**config.mk**
```make
export PLATFORM = sky130hd
export DESIGN_NAME = cubic_bezier_flattener
export DESIGN_NICKNAME = d
export VERILOG_FILES = /design/src/hw/rtl/cbf_pkg.sv /design/src/hw/rtl/cubic_bezier_flattener.sv /design/src/hw/rtl/cbf_seq.sv /design/src/hw/rtl/cbf_eval.sv /design/src/hw/rtl/cbf_out.sv
export SDC_FILE = /design/constraint.sdc
export NUM_CORES = 2
export LEC_CHECK = 0
export BUFFER_PORTS_ARGS = -buffer_cell sky130_fd_sc_hd__buf_2
export CORE_ASPECT_RATIO = 2
export CORE_MARGIN = 8
export CORE_UTILIZATION = 60
export CTS_BUF_LIST = sky130_fd_sc_hd__clkbuf_4
export DETAILED_ROUTE_END_ITERATION = 16
export PLACE_DENSITY = 0.77
export SLEW_MARGIN = 40
export SYNTH_ARGS = -nofsm -noshare
export SYNTH_HDL_FRONTEND = slang
export SYNTH_HIERARCHICAL = 1
export SYNTH_SLANG_ARGS = --single-unit
```
**constraint.sdc**
```tcl
create_clock -name clk -period 13.2 [get_ports clk]
set_input_delay 1.32 -clock clk [delete_from_list [all_inputs] [get_ports clk]]
set_output_delay 1.32 -clock clk [all_outputs]
set_load 0.01 [all_outputs]
```
**src/hw/rtl/cbf_pkg.sv**
```systemverilog
`timescale 1ns / 1ps
// ----------------------------------------------------------------------------
// Cubic Bezier flattener package
// Shared widths, payload structs, the Bernstein weight table and the
// reciprocal constant used for the rounding division.
// ----------------------------------------------------------------------------
package cbf_pkg;

    localparam int COORD_W   = 12;
    localparam int SEGMENTS  = 10;
    localparam int T_W       = $clog2(SEGMENTS + 1);
    localparam int CUBE      = SEGMENTS * SEGMENTS * SEGMENTS;
    localparam int HALF      = CUBE / 2;
    localparam int WEIGHT_W  = $clog2(CUBE + 1);
    localparam int PROD_W    = WEIGHT_W + COORD_W + 1;
    localparam int MAG_W     = $clog2(CUBE * (2 ** (COORD_W - 1)) + HALF + 1);
    localparam int SUM_W     = MAG_W + 1;
    localparam int CUBE_LOG  = $clog2(CUBE);
    localparam int DIV_SHIFT = MAG_W + CUBE_LOG;
    localparam longint unsigned RECIP = ((64'd1 << DIV_SHIFT) + CUBE - 1) / CUBE;
    localparam int RECIP_W   = $clog2(RECIP + 1);
    localparam int MUL_W     = MAG_W + RECIP_W;

    typedef logic signed [COORD_W-1:0] coord_t;
    typedef logic [WEIGHT_W-1:0]       weight_t;
    typedef weight_t [3:0]             weight_set_t;
    typedef weight_set_t [SEGMENTS:0]  weight_tab_t;

    typedef struct packed {
        coord_t p0_x;
        coord_t p0_y;
        coord_t p1_x;
        coord_t p1_y;
        coord_t p2_x;
        coord_t p2_y;
        coord_t p3_x;
        coord_t p3_y;
    } cbf_in_t;

    typedef struct packed {
        coord_t seg_start_x;
        coord_t seg_start_y;
        coord_t seg_end_x;
        coord_t seg_end_y;
        logic   last_segment;
    } cbf_out_t;

    typedef struct packed {
        logic   first;
        logic   last;
        coord_t p0_x;
        coord_t p0_y;
    } cbf_tag_t;

    typedef struct packed {
        logic        valid;
        cbf_tag_t    tag;
        weight_set_t w;
        cbf_in_t     pts;
    } cbf_step_t;

    typedef struct packed {
        logic     valid;
        cbf_tag_t tag;
        coord_t   x;
        coord_t   y;
    } cbf_point_t;

    function automatic weight_tab_t build_weights();
        weight_tab_t tab;
        int          u;
        tab = '0;
        for (int t = 0; t <= SEGMENTS; t++)
        begin
            u = SEGMENTS - t;
            tab[t][0] = WEIGHT_W'(u * u * u);
            tab[t][1] = WEIGHT_W'(3 * u * u * t);
            tab[t][2] = WEIGHT_W'(3 * u * t * t);
            tab[t][3] = WEIGHT_W'(t * t * t);
        end
        return tab;
    endfunction

    localparam weight_tab_t WEIGHT_TAB = build_weights();

endpackage

```
**src/hw/rtl/cubic_bezier_flattener.sv**
```systemverilog
`timescale 1ns / 1ps
// ----------------------------------------------------------------------------
// Cubic Bezier flattener
// Splits one cubic Bezier curve into a fixed number of line segments and
// emits one segment word per cycle while the output is not stalled.
//
//   Channel | Handshake            | Word
//   --------+----------------------+--------------------------------------
//   in      | in_valid / in_ready  | cbf_in_t: four control points
//   out     | out_valid / out_ready| cbf_out_t: segment start, end, last
//
// Each curve yields SEGMENTS (ten) segment words through the one-word-wide
// output: the sequencer issues one step per unstalled cycle into a five-stage
// evaluator. Each step passes the evaluator and output registers in turn.
// Reset clears the sequencer and all valid bits; no clearing pass is needed.
// A stall on the output freezes the whole pipeline; the next curve is
// accepted as soon as the last step of the current one is issued.
// ----------------------------------------------------------------------------
module cubic_bezier_flattener
(
    input  logic              clk,
    input  logic              rst_n,
    input  logic              in_valid,
    output logic              in_ready,
    input  cbf_pkg::cbf_in_t  in_data,
    output logic              out_valid,
    input  logic              out_ready,
    output cbf_pkg::cbf_out_t out_data
);
    import cbf_pkg::*;

    logic       advance;
    cbf_step_t  step;
    cbf_point_t point;

    cbf_seq u_seq
    (
        .clk      (clk),
        .rst_n    (rst_n),
        .in_valid (in_valid),
        .in_ready (in_ready),
        .in_data  (in_data),
        .advance  (advance),
        .step     (step)
    );

    cbf_eval u_eval
    (
        .clk     (clk),
        .rst_n   (rst_n),
        .advance (advance),
        .step    (step),
        .point   (point)
    );

    cbf_out u_out
    (
        .clk       (clk),
        .rst_n     (rst_n),
        .point     (point),
        .advance   (advance),
        .out_valid (out_valid),
        .out_ready (out_ready),
        .out_data  (out_data)
    );

endmodule

```
**src/hw/rtl/cbf_seq.sv**
```systemverilog
`timescale 1ns / 1ps
// ----------------------------------------------------------------------------
// Cubic Bezier flattener step sequencer
// Holds the control points of one curve and issues one step per advancing
// cycle, with its Bernstein weights, until the last segment has been issued.
// ----------------------------------------------------------------------------
module cbf_seq
(
    input  logic             clk,
    input  logic             rst_n,
    input  logic             in_valid,
    output logic             in_ready,
    input  cbf_pkg::cbf_in_t in_data,
    input  logic             advance,
    output cbf_pkg::cbf_step_t step
);
    import cbf_pkg::*;

    logic           busy_reg;
    logic           busy_next;
    logic [T_W-1:0] t_reg;
    logic [T_W-1:0] t_next;
    cbf_in_t        pts_reg;
    cbf_in_t        pts_next;
    logic           issue;
    logic           at_last;
    logic           accept;

    always_comb
    begin
        at_last   = (t_reg == T_W'(SEGMENTS));
        issue     = busy_reg && advance;
        in_ready  = !busy_reg || (issue && at_last);
        accept    = in_valid && in_ready;
        busy_next = busy_reg;
        t_next    = t_reg;
        pts_next  = pts_reg;
        if (accept)
        begin
            busy_next = 1'b1;
            t_next    = T_W'(1);
            pts_next  = in_data;
        end
        else if (issue)
        begin
            if (at_last)
            begin
                busy_next = 1'b0;
            end
            else
            begin
                t_next = t_reg + T_W'(1);
            end
        end
    end

    always_ff @(posedge clk or negedge rst_n)
    begin
        if (!rst_n)
        begin
            busy_reg <= 1'b0;
            t_reg    <= '0;
        end
        else
        begin
            busy_reg <= busy_next;
            t_reg    <= t_next;
        end
    end

    always_ff @(posedge clk)
    begin
        pts_reg <= pts_next;
    end

    always_comb
    begin
        step.valid     = busy_reg;
        step.tag.first = (t_reg == T_W'(1));
        step.tag.last  = at_last;
        step.tag.p0_x  = pts_reg.p0_x;
        step.tag.p0_y  = pts_reg.p0_y;
        step.w         = WEIGHT_TAB[t_reg];
        step.pts       = pts_reg;
    end

    a_step_range: assert property (@(posedge clk) disable iff (!rst_n)
        busy_reg |-> (t_reg != '0 && t_reg <= T_W'(SEGMENTS)))
        else $error("step index out of range while busy");

    a_accept_start: assert property (@(posedge clk) disable iff (!rst_n)
        (in_valid && in_ready) |=> (busy_reg && t_reg == T_W'(1)))
        else $error("accepted curve did not start at the first step");

    a_step_incr: assert property (@(posedge clk) disable iff (!rst_n)
        (busy_reg && advance && !at_last) |=>
            (busy_reg && t_reg == T_W'($past(t_reg) + T_W'(1))))
        else $error("step index did not advance by one");

    a_step_hold: assert property (@(posedge clk) disable iff (!rst_n)
        (busy_reg && !advance) |=> (busy_reg && $stable(t_reg)))
        else $error("step index moved during a stall");

endmodule

```
**src/hw/rtl/cbf_eval.sv**
```systemverilog
`timescale 1ns / 1ps
// ----------------------------------------------------------------------------
// Cubic Bezier flattener point evaluator
// Five-stage pipeline: weight products, weighted sum with rounding offset,
// magnitude, reciprocal multiply, then shift and sign restore.
// ----------------------------------------------------------------------------
module cbf_eval
(
    input  logic                clk,
    input  logic                rst_n,
    input  logic                advance,
    input  cbf_pkg::cbf_step_t  step,
    output cbf_pkg::cbf_point_t point
);
    import cbf_pkg::*;

    localparam logic [RECIP_W-1:0] RECIP_K = RECIP_W'(RECIP);

    logic                     a_valid_reg;
    cbf_tag_t                 a_tag_reg;
    logic signed [PROD_W-1:0] a_prod_reg [2][4];
    logic signed [PROD_W-1:0] a_prod_next [2][4];

    logic                     b_valid_reg;
    cbf_tag_t                 b_tag_reg;
    logic signed [SUM_W-1:0]  b_sum_reg [2];
    logic signed [SUM_W-1:0]  b_sum_next [2];

    logic                     c_valid_reg;
    cbf_tag_t                 c_tag_reg;
    logic                     c_neg_reg [2];
    logic [MAG_W-1:0]         c_mag_reg [2];
    logic [MAG_W-1:0]         c_mag_next [2];

    logic                     d_valid_reg;
    cbf_tag_t                 d_tag_reg;
    logic                     d_neg_reg [2];
    logic [MUL_W-1:0]         d_mul_reg [2];
    logic [MUL_W-1:0]         d_mul_next [2];

    logic                     e_valid_reg;
    cbf_tag_t                 e_tag_reg;
    coord_t                   e_pt_reg [2];
    coord_t                   e_pt_next [2];

    coord_t                   coords [2][4];
    logic [COORD_W-1:0]       quot [2];

    always_comb
    begin
        coords[0][0] = step.pts.p0_x;
        coords[0][1] = step.pts.p1_x;
        coords[0][2] = step.pts.p2_x;
        coords[0][3] = step.pts.p3_x;
        coords[1][0] = step.pts.p0_y;
        coords[1][1] = step.pts.p1_y;
        coords[1][2] = step.pts.p2_y;
        coords[1][3] = step.pts.p3_y;
        for (int l = 0; l < 2; l++)
        begin
            for (int k = 0; k < 4; k++)
            begin
                a_prod_next[l][k] = PROD_W'($signed({1'b0, step.w[k]}))
                                  * PROD_W'(coords[l][k]);
            end
            b_sum_next[l] = SUM_W'(a_prod_reg[l][0]) + SUM_W'(a_prod_reg[l][1])
                          + SUM_W'(a_prod_reg[l][2]) + SUM_W'(a_prod_reg[l][3])
                          + SUM_W'(HALF);
            c_mag_next[l] = b_sum_reg[l][SUM_W-1] ? MAG_W'(-b_sum_reg[l])
                                                  : MAG_W'(b_sum_reg[l]);
            d_mul_next[l] = MUL_W'(c_mag_reg[l]) * MUL_W'(RECIP_K);
            quot[l]       = COORD_W'(d_mul_reg[l] >> DIV_SHIFT);
            e_pt_next[l]  = d_neg_reg[l] ? -$signed(quot[l]) : $signed(quot[l]);
        end
    end

    always_ff @(posedge clk or negedge rst_n)
    begin
        if (!rst_n)
        begin
            a_valid_reg <= 1'b0;
            b_valid_reg <= 1'b0;
            c_valid_reg <= 1'b0;
            d_valid_reg <= 1'b0;
            e_valid_reg <= 1'b0;
        end
        else if (advance)
        begin
            a_valid_reg <= step.valid;
            b_valid_reg <= a_valid_reg;
            c_valid_reg <= b_valid_reg;
            d_valid_reg <= c_valid_reg;
            e_valid_reg <= d_valid_reg;
        end
    end

    always_ff @(posedge clk)
    begin
        if (advance)
        begin
            a_tag_reg <= step.tag;
            b_tag_reg <= a_tag_reg;
            c_tag_reg <= b_tag_reg;
            d_tag_reg <= c_tag_reg;
            e_tag_reg <= d_tag_reg;
            for (int l = 0; l < 2; l++)
            begin
                for (int k = 0; k < 4; k++)
                begin
                    a_prod_reg[l][k] <= a_prod_next[l][k];
                end
                b_sum_reg[l] <= b_sum_next[l];
                c_neg_reg[l] <= b_sum_reg[l][SUM_W-1];
                c_mag_reg[l] <= c_mag_next[l];
                d_neg_reg[l] <= c_neg_reg[l];
                d_mul_reg[l] <= d_mul_next[l];
                e_pt_reg[l]  <= e_pt_next[l];
            end
        end
    end

    always_comb
    begin
        point.valid = e_valid_reg;
        point.tag   = e_tag_reg;
        point.x     = e_pt_reg[0];
        point.y     = e_pt_reg[1];
    end

endmodule

```
**src/hw/rtl/cbf_out.sv**
```systemverilog
`timescale 1ns / 1ps
// ----------------------------------------------------------------------------
// Cubic Bezier flattener segment output stage
// Pairs each curve point with the previous one and holds the finished
// segment word until the consumer takes it; drives the pipeline advance.
// ----------------------------------------------------------------------------
module cbf_out
(
    input  logic                clk,
    input  logic                rst_n,
    input  cbf_pkg::cbf_point_t point,
    output logic                advance,
    output logic                out_valid,
    input  logic                out_ready,
    output cbf_pkg::cbf_out_t   out_data
);
    import cbf_pkg::*;

    logic     out_valid_reg;
    cbf_out_t out_data_reg;
    cbf_out_t out_data_next;
    coord_t   prev_x_reg;
    coord_t   prev_y_reg;

    always_comb
    begin
        advance = !out_valid_reg || out_ready;
        out_data_next.seg_start_x  = point.tag.first ? point.tag.p0_x : prev_x_reg;
        out_data_next.seg_start_y  = point.tag.first ? point.tag.p0_y : prev_y_reg;
        out_data_next.seg_end_x    = point.x;
        out_data_next.seg_end_y    = point.y;
        out_data_next.last_segment = point.tag.last;
    end

    always_ff @(posedge clk or negedge rst_n)
    begin
        if (!rst_n)
        begin
            out_valid_reg <= 1'b0;
        end
        else if (advance)
        begin
            out_valid_reg <= point.valid;
        end
    end

    always_ff @(posedge clk)
    begin
        if (advance && point.valid)
        begin
            out_data_reg <= out_data_next;
            prev_x_reg   <= point.x;
            prev_y_reg   <= point.y;
        end
    end

    assign out_valid = out_valid_reg;
    assign out_data  = out_data_reg;

endmodule

```
==> results.md <==
- Metal2 WL: 93100 um
- Synth warn: 6
- GRT Total Usage: 0.270
- Launch point of the worst path: u_seq/t_reg[1]
- Clk sink count: 600
- Crit share post-route: 0.568
- Iter 0 DRT Violations: 2390
- Setup TNS: 0 ns
- Post-route DRC: 0
- Worst hold endpoint: u_seq/step[87]
- CTS tree: built
- Critical path required time: 14.04 ns
- Crit-path max cell delay: 0.52 ns
- Core Util, Final: 0.639
- CP max-delay cell: fa_1
- Ratio of cells with drive above 1 in the final layout: 0.0686
- Num ports: 151
- Met3 WL post-DR: 7350 um
- PortBufs: 150
- Synthesized area: 0.0719 mm^2
- Final WL: 172000 um
- DR top layer: met5
- CTS Buf Count: 142
- Die area: 0.132 mm^2
- Post-synth EDFFs: 589
- Die Width: 261 um
- #FFs+latches synth: 600
- Max clock buf depth: 3
- R2R Setup Slk: 5.71 ns
- Nets: 8862
- Commonest non-fill, non-tap cell in the layout: inv_1
- CTS H-tree lvls: 4
- Resized Gates After CTS: 0
- CTS root buffer: clkbuf_4
- Final min period: 7.49 ns
- Drt first pass iters: 5
- RSZ-0062 raised after global routing: no
- Area Overhead vs Synth: 5.68%
- Final slew viol count: 0
- DRT met1 WL: 56400 um
- Critical Path Fanout Max: 52
- Synthesized instance count: 6646
- Cell mode on critical path: fa_1
- PnR worst setup slack: 5.71 ns
- Detailed-route via count: 46.8k
- Gr ovfl total: 0
- Hold slack: 0.360 ns
- Post-synth ARST share: 0.0183
- Number of distinct library cells after synthesis: 78
- Max Cap Viol: 0
- Largest net degree at the start of global routing: 112
- Max reg flops: 176
- Reg area: 0.0180 mm^2
- Place WS: 5.79 ns
- Reg-to-Reg End: u_eval/a_prod_reg[1][44]
- WL/cell: 20.4 um
- Kind of critical path: reg2reg
- Syn_area_per_cell: 10.8 um^2
- Final RePlAce weighted congestion: 0.937
- FF-to-FF path depth: 25
- Fin. Hold Viols: 0
- Seq/Total Area, Yosys: 0.250
- Critical hold path startpoint: in_data[87]
- Max_slew headroom: 0.419
- Worst Tran Pin Value: 0.866 ns
- Multi-input gate area: 0.0473 mm^2
- Crit path DAT: 8.33 ns
- Die Y: 506 um
- Core footprint: 0.119 mm^2
- Antenna Nets Post-Route: 0
- First-pass GRT wire length: 274000 um
- Most frequent cells in the layout: 1553 x inv_1, 1146 x fa_1, 839 x ha_1
- Outcome: finished clean
- Starting Density: 0.605
- Worst setup EP type: flip-flop
- Core Rows: 179
- Worst setup SP type: flip-flop
- R2r startpoint: u_seq/t_reg[1]
- Hold Path Stages: 1
- Hold_buf cts: 1
- Most used DFF post-synth: edfxtp_1
- Fmax: 133 MHz
- Final setup violation count: 0
- Fillers: 9247
- Hpwl dp: 142000 um
- Clock Skew: 0.0734 ns
- CTS clk-pin slew, worst paths: 0.08 ns
- Vias in the first global route: 53.2k
- Via-to-Cell Ratio: 5.55
- Hold/Removal Path Class: in2reg
- Antenna violations before repair: 15
- Post-CTS setup buffers: 0
- Clock latency on the worst-skew pair: 1.13 ns
## through the flow
| stage | cells | area (um^2) |
|---|---|---|
| final | 8421 | 76000 |
| after global routing | 8418 | 76000 |
| after global placement | 8166 | 74000 |
| after floorplan | 6647 | 71900 |
| after CTS | 8414 | 76000 |
| after detailed placement | 8169 | 74100 |
## cell type report
class                           instances  share of cell area
Multi-Input combinational cell       4293               0.623
Sequential cell                       600               0.236
Tap cell                             1538              0.0253
Inverter                             1554              0.0768
Antenna cell                            7            0.000231
Clock inverter                         65             0.00680
Timing Repair Buffer                  185              0.0143
Clock buffer                          179              0.0177
## Yosys cell counts, types with 24 or more instances
master    instances  area (um^2)
edfxtp_1        589        17700
a21oi_1         120          601
o21ai_0          84          420
clkbuf_1        153          574
buf_4            38          285
fa_1           1146        22900
nand2_1         555         2080
nor2b_1          28          175
xor2_1           48          420
and2_1          521         3260
a21o_1           46          345
nand2b_1         32          200
nor2_1          154          578
xnor2_1         253         2220
nor3_1           65          325
o31ai_1          24          180
ha_1            840        10500
nand3_1          54          270
o21a_1           34          255
inv_1          1553         5830
## worst max-delay path, delay by kind of cell (launching register included)
family | cells | cell delay [ns]
adders and majority gates | 7 | 2.97
DFF | 1 | 0.45
buffers and inverters | 6 | 1.30
and+or+nand+nor | 3 | 0.54
AOI/OAI and AO/OA | 8 | 1.85
xor gates and xnor gates | 1 | 0.10
## how the worst max path moves through the flow
stage	endpoint	slack, ns
after floorplan	u_seq/step[0]	2.86
after global placement	u_eval/a_prod_reg[1][44]	5.58
after detailed placement	u_eval/a_prod_reg[1][44]	5.79
after CTS	u_eval/a_prod_reg[1][44]	5.78
after global routing	u_eval/a_prod_reg[1][44]	5.26
final	u_eval/a_prod_reg[1][44]	5.71
## per-layer routing
| metal | track usage | up-vias |
|---|---|---|
| met5 | 0 | - |
| met4 | 0.207 | 8 |
| met3 | 0.0404 | 653 |
| met2 | 0.502 | 1337 |
| met1 | 0.263 | 23700 |
| li1 | - | 21100 |
## cell families (layout without fill, tap and decap cells)
kind of cell / count (synthesis) / after routing / synth area share
multiplexers: 32 / 32 / 0.00602
flip-flops: 600 / 600 / 0.250
AND/OR/NAND/NOR: 1498 / 1498 / 0.104
other: 1 / 9 / 0.0000522
XOR/XNOR: 301 / 301 / 0.0367
buffers and inverters: 1754 / 1983 / 0.0942
adder cells (fa/ha/maj): 1986 / 1986 / 0.465
AO/OA/AOI/OAI: 474 / 474 / 0.0438
Power is left out: the tool's default activity adds up to more than one toggle a clock period on the data nets, which glitch-free logic cannot reach.
